[config.mk]
export PLATFORM = sky130hd
export DESIGN_NAME = weighted_graph_edge_store_flat
export DESIGN_NICKNAME = d
export VERILOG_FILES = /design/src/rtl/core/wges_pkg.sv /design/src/rtl/core/wges_if.sv /design/src/rtl/core/wges_ram.sv /design/src/rtl/core/weighted_graph_edge_store.sv /design/src/flat_wrapper.sv
export SDC_FILE = /design/constraint.sdc
export NUM_CORES = 2
export LEC_CHECK = 0
export BUFFER_PORTS_ARGS = -buffer_cell sky130_fd_sc_hd__buf_2
export CAP_MARGIN = 20
export CORE_MARGIN = 5
export CORE_UTILIZATION = 31
export DETAILED_ROUTE_END_ITERATION = 16
export PLACE_DENSITY = 0.46
export SETUP_SLACK_MARGIN = 0.3
export SYNTH_ARGS = -nofsm -noshare
export SYNTH_HDL_FRONTEND = slang
export SYNTH_SLANG_ARGS = --single-unit
[constraint.sdc]
create_clock -name clk -period 7.19 [get_ports clk]
set_input_delay 0.3595 -clock clk [delete_from_list [all_inputs] [get_ports clk]]
set_output_delay 0.3595 -clock clk [all_outputs]
set_load 0.05 [all_outputs]
[src/rtl/core/wges_pkg.sv]
package wges_pkg;

	localparam int unsigned VERTEX_COUNT_DEF = 8;
	localparam int unsigned WEIGHT_BITS_DEF  = 16;

	typedef enum logic [2:0] {
		STATUS_NEIGHBOR = 3'd0,
		STATUS_MISSING  = 3'd1,
		STATUS_ISOLATED = 3'd2,
		STATUS_REMOVED  = 3'd3,
		STATUS_INSERTED = 3'd4,
		STATUS_UPDATED  = 3'd5
	} status_t;

	typedef enum logic {
		KIND_QUERY = 1'b0,
		KIND_SET   = 1'b1
	} kind_t;

endpackage

[src/rtl/core/wges_if.sv]
interface wges_req_if;
	logic               valid;
	logic               ready;
	logic               kind;
	logic [7:0]         first_vertex;
	logic [7:0]         second_vertex;
	logic signed [15:0] new_weight;

	modport source (output valid, kind, first_vertex, second_vertex, new_weight, input ready);
	modport sink (input valid, kind, first_vertex, second_vertex, new_weight, output ready);
endinterface

interface wges_res_if;
	logic               valid;
	logic               ready;
	logic [2:0]         status;
	logic [7:0]         neighbor_id;
	logic signed [15:0] edge_weight;
	logic               last;

	modport source (output valid, status, neighbor_id, edge_weight, last, input ready);
	modport sink (input valid, status, neighbor_id, edge_weight, last, output ready);
endinterface

[src/rtl/core/wges_ram.sv]
module wges_ram #(
	parameter int unsigned WIDTH = 17,
	parameter int unsigned DEPTH = 64
) (
	input  logic                     clk,
	input  logic                     we,
	input  logic [$clog2(DEPTH)-1:0] waddr,
	input  logic [WIDTH-1:0]         wdata,
	input  logic                     re,
	input  logic [$clog2(DEPTH)-1:0] raddr,
	output logic [WIDTH-1:0]         rdata
);

	logic [WIDTH-1:0] mem [DEPTH];

	always_ff @(posedge clk) begin
		if (we) begin
			mem[waddr] <= wdata;
		end
	end

	always_ff @(posedge clk) begin
		if (re) begin
			rdata <= mem[raddr];
		end
	end

endmodule

[src/rtl/core/weighted_graph_edge_store.sv]
// Edge store for an undirected weighted graph over vertex ids 1..VERTEX_COUNT.
// Items arrive on the request channel and results leave on the result channel,
// both valid/ready; an item moves at a clock edge with valid and ready high.
// A set item (kind 1) writes the edge weight symmetrically and gives one result:
// it passes through the read, check and write-back states before its result is registered.
// A query item (kind 0) reads one row of the adjacency memory, one vertex per
// cycle unless the result register stalls, over its single read port, and gives
// one result per neighbor in ascending id order, the last one flagged, or one
// result with status 2 if none. Unknown ids give a single result with status 1.
// One item is worked on at a time; request ready is high only while idle.
// After reset all VERTEX_COUNT squared entries of the memory are cleared one
// entry per cycle, while request ready stays low.
// The result sits in an output register; while the receiver stalls, the block
// holds its scan and resumes once the register is taken.
module weighted_graph_edge_store import wges_pkg::*; #(
	parameter int unsigned VERTEX_COUNT = VERTEX_COUNT_DEF,
	parameter int unsigned WEIGHT_BITS  = WEIGHT_BITS_DEF
) (
	input  logic    clk,
	input  logic    arst_n,
	wges_req_if.sink   request,
	wges_res_if.source result
);

	localparam int unsigned CELLS = VERTEX_COUNT * VERTEX_COUNT;
	localparam int unsigned AW    = $clog2(CELLS);
	localparam int unsigned IW    = $clog2(VERTEX_COUNT);
	localparam int unsigned CW    = $clog2(VERTEX_COUNT + 1);
	localparam int unsigned MW    = WEIGHT_BITS + 1;
	localparam logic [AW-1:0] V_A     = AW'(VERTEX_COUNT);
	localparam logic [AW-1:0] LAST_A  = AW'(CELLS - 1);
	localparam logic [CW-1:0] V_C     = CW'(VERTEX_COUNT);
	localparam logic [7:0]    V_ID    = 8'(VERTEX_COUNT);
	localparam logic signed [32:0] W_HI = (33'sd1 <<< (WEIGHT_BITS - 1)) - 33'sd1;
	localparam logic signed [32:0] W_LO = -W_HI - 33'sd1;

	typedef enum logic [6:0] {
		ST_CLEAR   = 7'b0000001,
		ST_IDLE    = 7'b0000010,
		ST_SCAN    = 7'b0000100,
		ST_SET_RD  = 7'b0001000,
		ST_SET_CHK = 7'b0010000,
		ST_SET_WB  = 7'b0100000,
		ST_BAD     = 7'b1000000
	} state_t;

	function automatic logic [WEIGHT_BITS-1:0] fit_weight(input logic signed [15:0] w);
		logic signed [32:0] x;
		logic signed [32:0] y;
		x = 33'(w);
		if (x > W_HI) begin
			y = W_HI;
		end else if (x < W_LO) begin
			y = W_LO;
		end else begin
			y = x;
		end
		return y[WEIGHT_BITS-1:0];
	endfunction

	function automatic logic [15:0] out_weight(input logic [WEIGHT_BITS-1:0] s);
		logic [32:0] x;
		x = {{(33 - WEIGHT_BITS){s[WEIGHT_BITS-1]}}, s};
		return x[15:0];
	endfunction

	state_t              state_q;
	logic [AW-1:0]       clr_q;
	logic [IW-1:0]       a_q;
	logic [IW-1:0]       b_q;
	logic [WEIGHT_BITS-1:0] w_q;
	logic                remove_q;
	status_t             set_status_q;
	logic [CW-1:0]       col_q;
	logic                s1_valid_q;
	logic [IW-1:0]       col_s1;
	logic                pend_valid_q;
	logic [7:0]          pend_id_q;
	logic [WEIGHT_BITS-1:0] pend_w_q;

	logic                out_valid_q;
	status_t             out_status_q;
	logic [7:0]          out_id_q;
	logic [15:0]         out_w_q;
	logic                out_last_q;

	logic                mem_we;
	logic [AW-1:0]       mem_waddr;
	logic [MW-1:0]       mem_wdata;
	logic                mem_re;
	logic [AW-1:0]       mem_raddr;
	logic [MW-1:0]       mem_rdata;

	logic                slot_free;
	logic                accept;
	logic                a_ok;
	logic                b_ok;
	logic [IW-1:0]       a_idx;
	logic [IW-1:0]       b_idx;
	logic [AW-1:0]       addr_ab;
	logic [AW-1:0]       addr_ba;
	logic [AW-1:0]       addr_scan;
	logic                hit;
	logic                stall;
	logic                issue;
	logic                done;

	logic                emit;
	status_t             emit_status;
	logic [7:0]          emit_id;
	logic [15:0]         emit_w;
	logic                emit_last;
	logic                take_pend;

	wges_ram #(
		.WIDTH(MW),
		.DEPTH(CELLS)
	) u_ram (
		.clk   (clk),
		.we    (mem_we),
		.waddr (mem_waddr),
		.wdata (mem_wdata),
		.re    (mem_re),
		.raddr (mem_raddr),
		.rdata (mem_rdata)
	);

	assign slot_free = !out_valid_q || result.ready;
	assign request.ready = (state_q == ST_IDLE);
	assign accept = request.valid && request.ready;

	assign a_ok  = (request.first_vertex != 8'd0) && (request.first_vertex <= V_ID);
	assign b_ok  = (request.second_vertex != 8'd0) && (request.second_vertex <= V_ID);
	assign a_idx = IW'(request.first_vertex - 8'd1);
	assign b_idx = IW'(request.second_vertex - 8'd1);

	assign addr_ab   = AW'(a_q) * V_A + AW'(b_q);
	assign addr_ba   = AW'(b_q) * V_A + AW'(a_q);
	assign addr_scan = AW'(a_q) * V_A + AW'(col_q[IW-1:0]);

	assign hit   = s1_valid_q && mem_rdata[WEIGHT_BITS];
	assign stall = hit && pend_valid_q && !slot_free;
	assign issue = (state_q == ST_SCAN) && !stall && (col_q != V_C);
	assign done  = !s1_valid_q && (col_q == V_C);

	always_comb begin
		mem_we    = 1'b0;
		mem_waddr = clr_q;
		mem_wdata = '0;
		mem_re    = 1'b0;
		mem_raddr = addr_scan;
		case (state_q)
			ST_CLEAR: begin
				mem_we = 1'b1;
			end
			ST_SCAN: begin
				mem_re = issue;
			end
			ST_SET_RD: begin
				mem_re    = 1'b1;
				mem_raddr = addr_ab;
			end
			ST_SET_CHK: begin
				mem_we    = 1'b1;
				mem_waddr = addr_ab;
				mem_wdata = remove_q ? '0 : {1'b1, w_q};
			end
			ST_SET_WB: begin
				mem_we    = 1'b1;
				mem_waddr = addr_ba;
				mem_wdata = remove_q ? '0 : {1'b1, w_q};
			end
			default: begin
			end
		endcase
	end

	always_comb begin
		emit        = 1'b0;
		emit_status = STATUS_NEIGHBOR;
		emit_id     = 8'd0;
		emit_w      = 16'd0;
		emit_last   = 1'b1;
		take_pend   = 1'b0;
		case (state_q)
			ST_SCAN: begin
				if (hit && pend_valid_q && slot_free) begin
					emit      = 1'b1;
					emit_id   = pend_id_q;
					emit_w    = out_weight(pend_w_q);
					emit_last = 1'b0;
				end else if (done && slot_free) begin
					emit = 1'b1;
					if (pend_valid_q) begin
						emit_id = pend_id_q;
						emit_w  = out_weight(pend_w_q);
					end else begin
						emit_status = STATUS_ISOLATED;
					end
				end
				take_pend = hit && !stall;
			end
			ST_SET_WB: begin
				emit        = slot_free;
				emit_status = set_status_q;
			end
			ST_BAD: begin
				emit        = slot_free;
				emit_status = STATUS_MISSING;
			end
			default: begin
			end
		endcase
	end

	always_ff @(posedge clk or negedge arst_n) begin
		if (!arst_n) begin
			state_q      <= ST_CLEAR;
			clr_q        <= '0;
			col_q        <= '0;
			s1_valid_q   <= 1'b0;
			pend_valid_q <= 1'b0;
			out_valid_q  <= 1'b0;
		end else begin
			if (emit) begin
				out_valid_q <= 1'b1;
			end else if (result.ready) begin
				out_valid_q <= 1'b0;
			end
			case (state_q)
				ST_CLEAR: begin
					clr_q <= clr_q + AW'(1);
					if (clr_q == LAST_A) begin
						state_q <= ST_IDLE;
					end
				end
				ST_IDLE: begin
					if (accept) begin
						if (request.kind == KIND_QUERY) begin
							state_q <= a_ok ? ST_SCAN : ST_BAD;
						end else begin
							state_q <= (a_ok && b_ok) ? ST_SET_RD : ST_BAD;
						end
						col_q        <= '0;
						s1_valid_q   <= 1'b0;
						pend_valid_q <= 1'b0;
					end
				end
				ST_SCAN: begin
					if (!stall) begin
						s1_valid_q <= issue;
						if (issue) begin
							col_q <= col_q + CW'(1);
						end
					end
					if (take_pend) begin
						pend_valid_q <= 1'b1;
					end
					if (done && slot_free) begin
						state_q <= ST_IDLE;
					end
				end
				ST_SET_RD: begin
					state_q <= ST_SET_CHK;
				end
				ST_SET_CHK: begin
					state_q <= ST_SET_WB;
				end
				ST_SET_WB: begin
					if (slot_free) begin
						state_q <= ST_IDLE;
					end
				end
				ST_BAD: begin
					if (slot_free) begin
						state_q <= ST_IDLE;
					end
				end
				default: begin
					state_q <= ST_IDLE;
				end
			endcase
		end
	end

	always_ff @(posedge clk) begin
		if (accept) begin
			a_q      <= a_idx;
			b_q      <= b_idx;
			w_q      <= fit_weight(request.new_weight);
			remove_q <= (request.new_weight == 16'sd0);
		end
		if (issue) begin
			col_s1 <= col_q[IW-1:0];
		end
		if (take_pend) begin
			pend_id_q <= 8'(col_s1) + 8'd1;
			pend_w_q  <= mem_rdata[WEIGHT_BITS-1:0];
		end
		if (state_q == ST_SET_CHK) begin
			if (remove_q) begin
				set_status_q <= STATUS_REMOVED;
			end else if (mem_rdata[WEIGHT_BITS]) begin
				set_status_q <= STATUS_UPDATED;
			end else begin
				set_status_q <= STATUS_INSERTED;
			end
		end
		if (emit) begin
			out_status_q <= emit_status;
			out_id_q     <= emit_id;
			out_w_q      <= emit_w;
			out_last_q   <= emit_last;
		end
	end

	assign result.valid       = out_valid_q;
	assign result.status      = out_status_q;
	assign result.neighbor_id = out_id_q;
	assign result.edge_weight = out_w_q;
	assign result.last        = out_last_q;

endmodule
[src/flat_wrapper.sv]
// flat-port wrapper written by rule: the top's interface ports become plain ports
module weighted_graph_edge_store_flat import wges_pkg::*;
#(
	parameter int unsigned VERTEX_COUNT = VERTEX_COUNT_DEF,
	parameter int unsigned WEIGHT_BITS  = WEIGHT_BITS_DEF
)
  (clk, arst_n, request_valid, request_kind, request_first_vertex, request_second_vertex, request_new_weight, request_ready, result_valid, result_status, result_neighbor_id, result_edge_weight, result_last, result_ready);
  wges_req_if request_i ();
  wges_res_if result_i ();
  input  logic clk;
  input  logic arst_n;
  input wire logic [$bits(request_i.valid)-1:0] request_valid;
  input wire logic [$bits(request_i.kind)-1:0] request_kind;
  input wire logic [$bits(request_i.first_vertex)-1:0] request_first_vertex;
  input wire logic [$bits(request_i.second_vertex)-1:0] request_second_vertex;
  input wire logic [$bits(request_i.new_weight)-1:0] request_new_weight;
  output wire logic [$bits(request_i.ready)-1:0] request_ready;
  output wire logic [$bits(result_i.valid)-1:0] result_valid;
  output wire logic [$bits(result_i.status)-1:0] result_status;
  output wire logic [$bits(result_i.neighbor_id)-1:0] result_neighbor_id;
  output wire logic [$bits(result_i.edge_weight)-1:0] result_edge_weight;
  output wire logic [$bits(result_i.last)-1:0] result_last;
  input wire logic [$bits(result_i.ready)-1:0] result_ready;
  assign request_i.valid = request_valid;
  assign request_i.kind = request_kind;
  assign request_i.first_vertex = request_first_vertex;
  assign request_i.second_vertex = request_second_vertex;
  assign request_i.new_weight = request_new_weight;
  assign request_ready = request_i.ready;
  assign result_valid = result_i.valid;
  assign result_status = result_i.status;
  assign result_neighbor_id = result_i.neighbor_id;
  assign result_edge_weight = result_i.edge_weight;
  assign result_last = result_i.last;
  assign result_i.ready = result_ready;
  weighted_graph_edge_store #(.VERTEX_COUNT(VERTEX_COUNT), .WEIGHT_BITS(WEIGHT_BITS)) u_core (.clk(clk), .arst_n(arst_n), .request(request_i), .result(result_i));
endmodule
==> flow_metrics.py <==
metrics = {
    "global_route": {
        "grt_antenna_before_repair": 12,
        "grt_pass1_vias": 29599,
        "grtUsageTotal_pct": 18.6,
        "grt_max_degree": 140,
        "grt_pass1_wl_mm": 222,
        "grt_overflow": 0,
    },
    "clocking": {
        "clockRootBuffer": "clkbuf_16",
        "cts_max_level": 4,
        "worstSkewPairLatency_ps": 770,
        "hold_buffers": 29,
        "cts_inserted_buffers": 134,
        "cts_tree": "done",
        "cts.clk_slew.worst_paths_ps": 70,
        "cts_setup_buffers": 0,
        "postCtsResizedCells": 0,
        "clockBufferDepth": 3,
        "cts_sinks": 1198,
    },
    "yosys": {
        "yosysSeqAreaShare_pct": 74.6,
        "yosysTopAreaCellShare_pct": 73.6,
        "synth_top_cell_by_area": "edfxtp_1",
        "synthTopCellsByArea": "edfxtp_1 (74%), nand3_1 (4.8%), nand2_1 (4.0%), o21ai_0 (2.2%), a21oi_1 (1.5%)",
        "ys.warnings.count": 0,
        "postSynthCellCount": 3480,
        "synth_edf_count": 1178,
        "synth_cell_types": 73,
        "ys_top_cells_by_count": "edfxtp_1 (1,178), nand2_1 (512), nand3_1 (465), o21ai_0 (214), clkbuf_1 (157)",
        "synth-main-ff-cell": "edfxtp_1",
        "synth.avg_cell_area_um2": 13.8,
        "syn_area_mm2": 0.0481,
        "synth_seq_cells": 1198,
        "synthArstFlopShare_pct": 1.67,
        "post-synth-top-count-cell": "edfxtp_1",
    },
    "place": {
        "dp_hpwl_mm": 87.1,
        "dp_slack_ps": 2500,
        "place_congestion": 0.825,
        "placed_cells": 5448,
        "io_buffers": 62,
    },
    "die": {
        "die_w_um": 404,
        "dieArea_mm2": 0.163,
        "initial_core_util_pct": 31.2,
        "core-area_mm2": 0.154,
        "std_cell_rows": 144,
        "ioPinCount": 67,
        "die_h_um": 404,
    },
    "sta": {
        "rsz0062_at_grt": "false",
        "setup_viol": 0,
        "slew_headroom_pct": 19.1,
        "whs_ps": 75.9,
        "tightest_slew_ps": 1210,
        "setup_ws_ps": 2480,
        "finalClockSkew_ps": 25.0,
        "fin_setup_tns_ps": 0,
        "fmax_mhz": 212,
        "post-route-period-util_pct": 65.6,
        "finalMaxSlewViolations": 0,
        "hold_violations": 0,
        "period_needed_ps": 4710,
    },
    "final_layout": {
        "synthToLayoutAreaGrowth_pct": 15.5,
        "final_layout_size_suffix_gt1_share_pct": 13.4,
        "final_cells": 5716,
        "nets": 3615,
    },
    "critical_path": {
        "critPathLaunchType": "flip-flop",
        "end_kind": "flip-flop",
        "slowest_stage": "dfrtp_1",
        "critical_path_class": "flip-flop to flip-flop",
        "slowest_delay_ps": 750,
        "rr_endpoint": "u_core.u_ram.rdata[5]$_DFFE_PP_",
        "worstPathMaxFanout": 51,
        "arrival_ps": 5260,
        "worst_ep_required_time_ps": 7740,
        "ff2ff_path_depth": 9,
        "r2r-start": "u_core.state_q[5]$_DFFE_PN0P_",
        "r2r_slack_ps": 2480,
        "cp_cell_sequence": "nor4bb_1, nand2_4, nand2_4, buf_4, buf_4, a21oi_1, a22oi_1, a22oi_1, a2111oi_2",
    },
    "worst_hold_path": {
        "holdPathEnd": "u_core.a_q[1]$_DFFE_PP_",
        "min_from": "request_first_vertex[1]",
        "hold_depth": 4,
        "hp-class": "primary input to flip-flop",
    },
    "power_and_ir_drop": {
        "p_total_uw": 15300,
        "max-vdd-ir-drop_mv": 0.232,
        "p_leak_uw": 0.0199,
        "power_density_mw_per_mm2": 275,
    },
    "outcome": {
        "status": "complete, no violations",
    },
    "route": {
        "vias": 30502,
        "firstDrtPassIters": 5,
        "ant_nets": 0,
        "totalWireLength_mm": 155,
        "viasPerCell": 5.34,
        "drt-initial-drc-count": 3637,
        "drc": 0,
        "wire_per_inst_um": 27.1,
    },
    "flow_run": {
        "max_cap_violations": 0,
    },
}
## layout by cell type, fill, tap and decap left out, types with 8 or more instances in the layout
master,count
a31oi_1,101
mux2i_1,34
a21boi_0,18
ha_1,8
clkbuf_16,139
nor4_1,14
a221oi_1,47
a2111oi_2,16
and4_1,49
nand3_1,465
buf_4,118
buf_2,62
a22oi_1,83
nor2_1,47
nand2_1,509
dlygate4sd3_1,29
clkinv_2,14
a32oi_1,22
dfrtp_1,19
inv_1,14
nor2b_1,13
o21ai_0,214
buf_12,8
clkbuf_1,32
nor2_2,49
and2_2,16
nand4_1,23
and3_1,27
a21oi_1,139
edfxtp_1,1178
clkinv_1,30
## cells by family after synthesis
| family | Yosys count | synth area share (%) |
|---|---|---|
| AND/OR/NAND/NOR | 1260 | 12.4 |
| flip-flops | 1198 | 74.6 |
| AO/OA/AOI/OAI | 675 | 8.98 |
| buffers and inverters | 287 | 2.75 |
| multiplexers | 38 | 0.799 |
| XOR/XNOR | 13 | 0.237 |
| adder cells (fa/ha/maj) | 8 | 0.208 |
| other | 1 | 0.00780 |
## worst max-delay path by stage
stage                             startpoint                                 to  depth (start not counted)
4_1_cts        u_core.state_q[5]$_DFFE_PN0P_   u_core.u_ram.rdata[15]$_DFFE_PP_                          8
3_3_place_gp   u_core.state_q[5]$_DFFE_PN0P_   u_core.u_ram.rdata[15]$_DFFE_PP_                          8
6_report       u_core.state_q[5]$_DFFE_PN0P_    u_core.u_ram.rdata[5]$_DFFE_PP_                          9
5_1_grt        u_core.state_q[5]$_DFFE_PN0P_   u_core.u_ram.rdata[13]$_DFFE_PP_                          9
2_1_floorplan  u_core.state_q[1]$_DFFE_PN0P_  u_core.u_ram.mem[0][10]$_DFFE_PP_                          6
3_5_place_dp   u_core.state_q[5]$_DFFE_PN0P_   u_core.u_ram.rdata[15]$_DFFE_PP_                          8
## report_power, final
part / total, uW / internal (uW) / leakage [uW] / switching (uW)
registers: 7690 / 7650 / 0.0138 / 39.7
clock network: 6570 / 3790 / 0.00201 / 2780
logic: 1010 / 277 / 0.00417 / 738
total: 15300 / 11700 / 0.0199 / 3560
## routing by layer
metal	vias up	wire, um	global-route usage [%]
met3	176	10100	3.40
met5	-	13	0
met2	1044	73100	30.0
li1	13509	-	-
met4	2	3030	4.84
met1	15771	68500	26.1
## cell type report
class	instances	area (um^2)
Timing Repair Buffer	223	1760
Sequential cell	1198	35900
Tap cell	2044	2560
Clock buffer	171	3600
Antenna cell	2	5.00
Fill cell	14870	98700
Multi-Input combinational cell	1998	11100
Inverter	15	56.3
Clock inverter	65	537
## metrics by stage
stage               utilization (%)  instance area, um^2
finish                         36.0                55500
global route                   36.0                55500
CTS                            36.0                55500
detailed placement             33.1                51100
global placement               33.1                51000
floorplan                         -                48100
## critical path: cells and delay by family, from the launching register on
kind | cells | cell delay [ps]
AOI/OAI and AO/OA | 4 | 900
buffers and inverters | 2 | 840
DFF | 1 | 750
and+or+nand+nor | 3 | 1860
## registers in the layout (all words and copies together) (netlist names), 4 cells and up
name                       cells
u_core.u_ram.mem            1088
u_core.u_ram.rdata            17
u_core.pend_w_q               16
u_core.result.edge_weight     16
u_core.w_q                    16
u_core.state_q                 7
u_core.clr_q                   6
u_core.col_q                   4
u_core.pend_id_q               4
u_core.result.neighbor_id      4
Note: power is estimated with default switching activity, not from simulation.
